**src/rtl/core/ols_pkg.sv**
```systemverilog
// Shared types and codes for the ordered list block.
// No dependencies; imported by ols_cell and ordered_list_insert_delete.
`default_nettype none

package ols_pkg;

    localparam int DATA_W  = 32;
    localparam int COUNT_W = 5;

    typedef logic [DATA_W-1:0]  t_data;
    typedef logic [1:0]         t_action;
    typedef logic [1:0]         t_status;
    typedef logic [COUNT_W-1:0] t_count;

    localparam t_action ACT_TAIL = 2'd0;
    localparam t_action ACT_HEAD = 2'd1;
    localparam t_action ACT_DEL  = 2'd2;

    localparam t_status ST_OK      = 2'd0;
    localparam t_status ST_FULL    = 2'd1;
    localparam t_status ST_MISSING = 2'd2;

    // Broadcast controls for the row of cells, valid for one cycle.
    typedef struct packed {
        logic shift_head;   // every cell takes its left neighbor's entry
        logic load_tail;    // the first free cell takes the new value
    } t_cell_ctl;

endpackage

`default_nettype wire

```
**src/rtl/core/ols_cell.sv**
```systemverilog
// One list cell: holds a single entry and takes part in head shifts,
// tail loads and the delete wavefront. Depends on ols_pkg.
`default_nettype none

module ols_cell (
    input  wire logic               i_clk,
    input  wire logic               i_rst_n,
    input  wire ols_pkg::t_cell_ctl i_ctl,
    input  wire ols_pkg::t_data     i_value,
    input  wire ols_pkg::t_data     i_key,
    input  wire ols_pkg::t_data     i_left,
    input  wire ols_pkg::t_data     i_right,
    input  wire logic               i_valid,
    input  wire logic               i_valid_next,
    input  wire logic               i_tail_slot,
    input  wire logic               i_tok,
    input  wire logic               i_carry,
    output      ols_pkg::t_data     o_data,
    output      logic               o_tok,
    output      logic               o_carry,
    output      logic               o_done,
    output      logic               o_found
);
    import ols_pkg::*;

    t_data r_data;
    logic  r_tok;
    logic  r_carry;
    logic  w_hit;
    logic  w_carry;

    // a match here or anywhere nearer the head pulls the right neighbor in
    assign w_hit   = i_valid && (r_data == i_key);
    assign w_carry = i_carry || w_hit;

    always_ff @(posedge i_clk) begin
        priority if (i_ctl.shift_head) begin
            r_data <= i_left;
        end else if (i_ctl.load_tail && i_tail_slot) begin
            r_data <= i_value;
        end else if (i_tok && w_carry) begin
            r_data <= i_right;
        end else begin
            r_data <= r_data;
        end
    end

    always_ff @(posedge i_clk) begin
        if (!i_rst_n) begin
            r_tok   <= 1'b0;
            r_carry <= 1'b0;
        end else begin
            r_tok   <= i_tok && i_valid_next;
            r_carry <= i_tok && w_carry;
        end
    end

    assign o_data  = r_data;
    assign o_tok   = r_tok;
    assign o_carry = r_carry;
    // wavefront stops at the last occupied cell
    assign o_done  = i_tok && !i_valid_next;
    assign o_found = w_carry;

endmodule

`default_nettype wire

```
**src/rtl/core/ordered_list_insert_delete.sv**
```systemverilog
// Top level of the bounded ordered list: control, occupancy and the row of cells.
// Depends on ols_pkg and ols_cell.
//
// Usage:
//   A transaction is accepted on a rising edge with start high and busy low;
//   i_action and i_value are sampled there. Each transaction gives exactly one
//   result, shown on o_status and o_entry_count for one cycle with o_valid high.
//   Insert at tail, insert at head, an unused action and a delete from an
//   empty list finish directly: o_valid rises on the next edge and busy
//   stays low, so these can be issued every cycle.
//   A delete sends a wavefront down the row of cells, one cell per cycle,
//   from the head to the last occupied cell; each cell compares its entry to
//   the key and, from the matching cell on, takes its right neighbor's
//   entry. The result is registered once the wavefront reaches the last
//   occupied cell, and busy is high until the edge that raises o_valid.
//   Reset (i_rst_n low, synchronous) empties the list; entry storage is not
//   cleared and needs no clearing pass. The receiver cannot stall: each
//   result is taken in the cycle it is shown.
`default_nettype none

module ordered_list_insert_delete #(
    parameter int CAPACITY = 16
) (
    input  wire logic             i_clk,
    input  wire logic             i_rst_n,
    input  wire logic             start,
    output      logic             busy,
    input  wire ols_pkg::t_action i_action,
    input  wire ols_pkg::t_data   i_value,
    output      logic             o_valid,
    output      ols_pkg::t_status o_status,
    output      ols_pkg::t_count  o_entry_count
);
    import ols_pkg::*;

    localparam int OCC_W = $clog2(CAPACITY + 1);

    logic [OCC_W-1:0] r_occ;
    logic [OCC_W-1:0] n_occ;
    logic             r_busy;
    logic             n_busy;
    logic             r_start;
    logic             n_start;
    logic             r_valid;
    logic             n_valid;
    t_status          r_status;
    t_status          n_status;
    t_data            r_key;

    logic             w_accept;
    logic             w_full;
    logic             w_done_any;
    logic             w_found_any;
    t_cell_ctl        w_ctl;

    t_data            w_data [CAPACITY];
    logic [CAPACITY-1:0] w_tok_in;
    logic [CAPACITY-1:0] w_carry_in;
    logic [CAPACITY-1:0] w_tok_out;
    logic [CAPACITY-1:0] w_carry_out;
    logic [CAPACITY-1:0] w_done;
    logic [CAPACITY-1:0] w_found;
    logic [CAPACITY-1:0] w_valid;
    logic [CAPACITY-1:0] w_valid_next;
    logic [CAPACITY-1:0] w_tail_slot;

    assign w_accept = start && !r_busy;
    assign w_full   = (r_occ == OCC_W'(CAPACITY));

    assign w_ctl.shift_head = w_accept && (i_action == ACT_HEAD) && !w_full;
    assign w_ctl.load_tail  = w_accept && (i_action == ACT_TAIL) && !w_full;

    for (genvar k = 0; k < CAPACITY; k++) begin : g_cell
        t_data w_left;
        t_data w_right;

        assign w_valid[k]      = OCC_W'(k) < r_occ;
        assign w_valid_next[k] = OCC_W'(k + 1) < r_occ;
        assign w_tail_slot[k]  = OCC_W'(k) == r_occ;

        if (k == 0) begin : g_head
            assign w_left        = i_value;
            assign w_tok_in[k]   = r_start;
            assign w_carry_in[k] = 1'b0;
        end else begin : g_body
            assign w_left        = w_data[k-1];
            assign w_tok_in[k]   = w_tok_out[k-1];
            assign w_carry_in[k] = w_carry_out[k-1];
        end

        if (k == CAPACITY - 1) begin : g_last
            assign w_right = w_data[k];
        end else begin : g_inner
            assign w_right = w_data[k+1];
        end

        ols_cell u_cell (
            .i_clk        (i_clk),
            .i_rst_n      (i_rst_n),
            .i_ctl        (w_ctl),
            .i_value      (i_value),
            .i_key        (r_key),
            .i_left       (w_left),
            .i_right      (w_right),
            .i_valid      (w_valid[k]),
            .i_valid_next (w_valid_next[k]),
            .i_tail_slot  (w_tail_slot[k]),
            .i_tok        (w_tok_in[k]),
            .i_carry      (w_carry_in[k]),
            .o_data       (w_data[k]),
            .o_tok        (w_tok_out[k]),
            .o_carry      (w_carry_out[k]),
            .o_done       (w_done[k]),
            .o_found      (w_found[k])
        );
    end

    assign w_done_any  = |w_done;
    assign w_found_any = |(w_done & w_found);

    always_comb begin
        n_occ    = r_occ;
        n_busy   = r_busy;
        n_start  = 1'b0;
        n_valid  = 1'b0;
        n_status = r_status;
        if (w_accept) begin
            unique case (i_action)
                ACT_TAIL, ACT_HEAD: begin
                    n_valid = 1'b1;
                    if (w_full) begin
                        n_status = ST_FULL;
                    end else begin
                        n_status = ST_OK;
                        n_occ    = r_occ + OCC_W'(1);
                    end
                end
                ACT_DEL: begin
                    if (r_occ == '0) begin
                        n_valid  = 1'b1;
                        n_status = ST_MISSING;
                    end else begin
                        n_busy  = 1'b1;
                        n_start = 1'b1;
                    end
                end
                default: begin
                    n_valid  = 1'b1;
                    n_status = ST_OK;
                end
            endcase
        end else if (r_busy && w_done_any) begin
            n_busy   = 1'b0;
            n_valid  = 1'b1;
            n_status = w_found_any ? ST_OK : ST_MISSING;
            if (w_found_any) begin
                n_occ = r_occ - OCC_W'(1);
            end
        end
    end

    always_ff @(posedge i_clk) begin
        if (!i_rst_n) begin
            r_occ   <= '0;
            r_busy  <= 1'b0;
            r_start <= 1'b0;
            r_valid <= 1'b0;
        end else begin
            r_occ   <= n_occ;
            r_busy  <= n_busy;
            r_start <= n_start;
            r_valid <= n_valid;
        end
    end

    always_ff @(posedge i_clk) begin
        r_status <= n_status;
        if (w_accept) begin
            r_key <= i_value;
        end
    end

    assign busy          = r_busy;
    assign o_valid       = r_valid;
    assign o_status      = r_status;
    assign o_entry_count = COUNT_W'(r_occ);

`ifndef NO_ASSERTIONS
    a_occ_bound: assert property (@(posedge i_clk) disable iff (!i_rst_n)
        r_occ <= OCC_W'(CAPACITY))
        else $error("occupancy above capacity");

    a_one_token: assert property (@(posedge i_clk) disable iff (!i_rst_n)
        $onehot0(w_tok_in))
        else $error("more than one delete wavefront in the row");

    a_token_busy: assert property (@(posedge i_clk) disable iff (!i_rst_n)
        (|w_tok_in) |-> r_busy)
        else $error("wavefront active while idle");

    a_quiet_wave: assert property (@(posedge i_clk) disable iff (!i_rst_n)
        (r_busy && !w_done_any) |=> !r_valid)
        else $error("result shown before delete finished");

    a_fast_result: assert property (@(posedge i_clk) disable iff (!i_rst_n)
        (w_accept && (i_action == ACT_TAIL || i_action == ACT_HEAD)) |=> r_valid)
        else $error("insert transaction gave no result");
`endif

endmodule

`default_nettype wire
```
**config.mk**
```make
export PLATFORM = sky130hd
export DESIGN_NAME = ordered_list_insert_delete
export DESIGN_NICKNAME = d
export VERILOG_FILES = /design/src/rtl/core/ols_pkg.sv /design/src/rtl/core/ols_cell.sv /design/src/rtl/core/ordered_list_insert_delete.sv
export SDC_FILE = /design/constraint.sdc
export NUM_CORES = 2
export LEC_CHECK = 0
export ABC_AREA = 1
export BUFFER_PORTS_ARGS = -buffer_cell sky130_fd_sc_hd__buf_2
export CAP_MARGIN = 30
export CORE_ASPECT_RATIO = 1.75
export CORE_MARGIN = 1.5
export CORE_UTILIZATION = 50
export DETAILED_ROUTE_END_ITERATION = 10
export PLACE_DENSITY = 0.77
export REMOVE_ABC_BUFFERS = 1
export SLEW_MARGIN = 20
export SYNTH_ARGS = -nofsm -noshare
export SYNTH_HDL_FRONTEND = slang
export SYNTH_HIERARCHICAL = 1
export SYNTH_SLANG_ARGS = --single-unit
```
**constraint.sdc**
```tcl
create_clock -name i_clk -period 7.95 [get_ports i_clk]
set_clock_uncertainty 0.15 [all_clocks]
set_input_delay 0.3975 -clock i_clk [delete_from_list [all_inputs] [get_ports i_clk]]
set_output_delay 0.3975 -clock i_clk [all_outputs]
set_load 0.02 [all_outputs]
```
==> flow_summary_export.csv <==
group,metric,value,unit
clocking,h-tree-depth,2,
worst_hold_path,hold_path.class,"in -> reg",
die,ios,46,
placement,placed_cells,6109,
cells_and_area,layout.cells.non_filler,6231,
clocking,clock_sinks,584,
timing,relSlewSlack,33.8,%
placement,gp_congestion,0.873,
detailed_routing,routed_via_density,5.52,
critical_path,worst-path-buf-inv,6,
global_routing,grt_pass1_vias,33300,
clocking,post_cts_buffers,0,
detailed_routing,drt-pass1-iter-count,6,
critical_path,critPathKind,"reg -> reg",
cells_and_area,syn2layout_area_growth,9.26,%
detailed_routing,dr.first_iter.drc_count,2698,
cells_and_area,n_antenna_cell,0,
timing,fin_crit_sh,53.8,%
cells_and_area,layout-drive-gt1-share,6.49,%
die,core-area,0.0749,sq mm
logic_synthesis,synth-warning-count,6,
critical_path,worstReg2RegStart,"o_entry_count[0]",
critical_path,cp_max_fo,32,
critical_path,worstPathArrival,4.39,ns
run_status,status,"complete, no violations",
timing,setup_tns,0,ns
timing,fin_crit,4.27,ns
critical_path,crit_path_max_incr_delay,0.48,ns
placement,io_buffer_count,45,
timing,setup_viol,0,
die,die_h,366,um
detailed_routing,wirelength,109000,um
logic_synthesis,synth_area_per_cell,7.18,sq um
global_routing,grt-ovfl-total,0,
timing,worst_pin_slew,0.993,ns
clocking,clkLatencyLatePin,0.62,ns
detailed_routing,ant_nets,0,
clocking,cts_resized,0,
timing,fmax,234,MHz
global_routing,grt_use_met1,30.4,%
power,total_power,7320,uW
clocking,cts_buffers,54,
clocking,cts-root-buf,"clkbuf_16",
power,leakage,0.0183,uW
die,die_w,210,um
die,num_rows,133,
critical_path,startpoint,"o_entry_count[0]",
power,ir_worst_vdd,0.163,mV
global_routing,met3_usage,2.12,%
worst_hold_path,hold_start,"i_value[10]",
detailed_routing,drcViolationCount,0,
detailed_routing,post_drt_wl_per_cell,17.6,um
global_routing,grt_most_used_layer,"met2",
job,maxCapViolCount,0,
timing,slew_viol_final,0,
global_routing,grt_antenna_before_repair,0,
die,initial_core_util,50.3,%
timing,finalHoldViolations,0,
logic_synthesis,synthCells,5244,
logic_synthesis,synth_area,0.0376,sq mm
global_routing,met2_usage,52.3,%
clocking,path_clk_slew,0.06,ns
critical_path,critPathTopFamily,"buffers and inverters",
critical_path,cp_data_required_time,8.07,ns
power,power.density,178,mW/mm^2
detailed_routing,vias,34400,
timing,grt_setup_unrepaired,"no",
placement,dp_hpwl,82500,um
cells_and_area,final_nets,5284,
clocking,clock_tree.buffer_depth,3,
clocking,cts_tree,"done",
die,die_area,0.0770,sq mm
global_routing,grt_use_total,27.8,%
critical_path,cp_slowest_cell,"dfxtp_1",
critical_path,crit_path_end_kind,"flip-flop",
critical_path,path_cells,"clkinv_1 > ha_1 > nand3_2 > nand3_1 > or2_2 > inv_1 > nand2_1 > buf_8 > inv_1 > buf_16 > nor2_1 > nand2_1 > buf_4",
global_routing,grt_pass1_wl,173000,um
global_routing,grt_max_degree,65,
critical_path,start_kind,"flip-flop",
flip-flops by register name (all words and copies together), names as in the netlist:
signal	flops
busy	1
o_entry_count	5
o_valid	1
g_cell.u_cell/o_carry	15
r_key	32
g_cell.u_cell/o_data	512
o_status	2
g_cell.u_cell/o_tok	15
r_start	1
power by group:
part | total (uW) | internal, uW | leakage (uW) | switching, uW
Clock | 2710 | 1510 | 0.000860 | 1210
Sequential | 3680 | 3530 | 0.00532 | 153
Combinational | 931 | 322 | 0.0121 | 608
Total | 7320 | 5360 | 0.0183 | 1970
layout make-up:
cell class              instances  area [sq um]
fillers                      6940         33700
clock inverters                29           344
well taps                     945          1180
multi-input cells            3763         17000
repair buffers                137          1340
clock buffers                  70          1440
flip-flops and latches        584         17200
inverters                     703          2640
cell usage in the layout, fill, tap and decap left out, types with 45 or more instances in the layout:
cell	n
a31oi_1	515
buf_2	45
buf_4	52
clkbuf_16	55
edfxtp_1	546
inv_1	680
nand2_1	1894
nand3_1	54
nand4_1	82
nor2_1	842
o21ai_0	59
xnor2_1	144
path summary, 6_finish.rpt:
path / end / slack [ns] / cells after the start
setup / recovery: g_cell[7].u_cell/o_data[1] / 3.68 / 13
hold / removal: r_key[10] / 0.07 / 1
setup reg to reg: g_cell[7].u_cell/o_data[1] / 3.68 / 13
hold reg to reg: g_cell[14].u_cell/o_tok / 0.32 / 2
repair_timing:
action                                  in CTS  in global routing
endpoints found under the hold margin        2                  0
endpoints found under the setup margin       0                  0
hold buffers                                 3                  0
metal layers:
| layer | vias up | share of wire (%) |
|---|---|---|
| met1 | 16000 | 36 |
| met3 | 290 | 5.4 |
| met4 | 0 | 5.9 |
| li1 | 16800 | - |
| met2 | 1287 | 53 |
| met5 | - | 0 |
per-stage QoR:
stage	utilization (%)	setup slack (ns)	hold WS [ns]	area, sq um
finish	54.9	3.68	0.0730	41100
global route	54.9	3.36	0.0831	41100
CTS	54.4	3.42	0.0477	40800
detailed placement	52.0	3.43	0.312	39000
global placement	51.6	2.97	0.303	38600
floorplan	-	3.55	0.292	36800
Note: power is estimated with default switching activity, not from simulation.
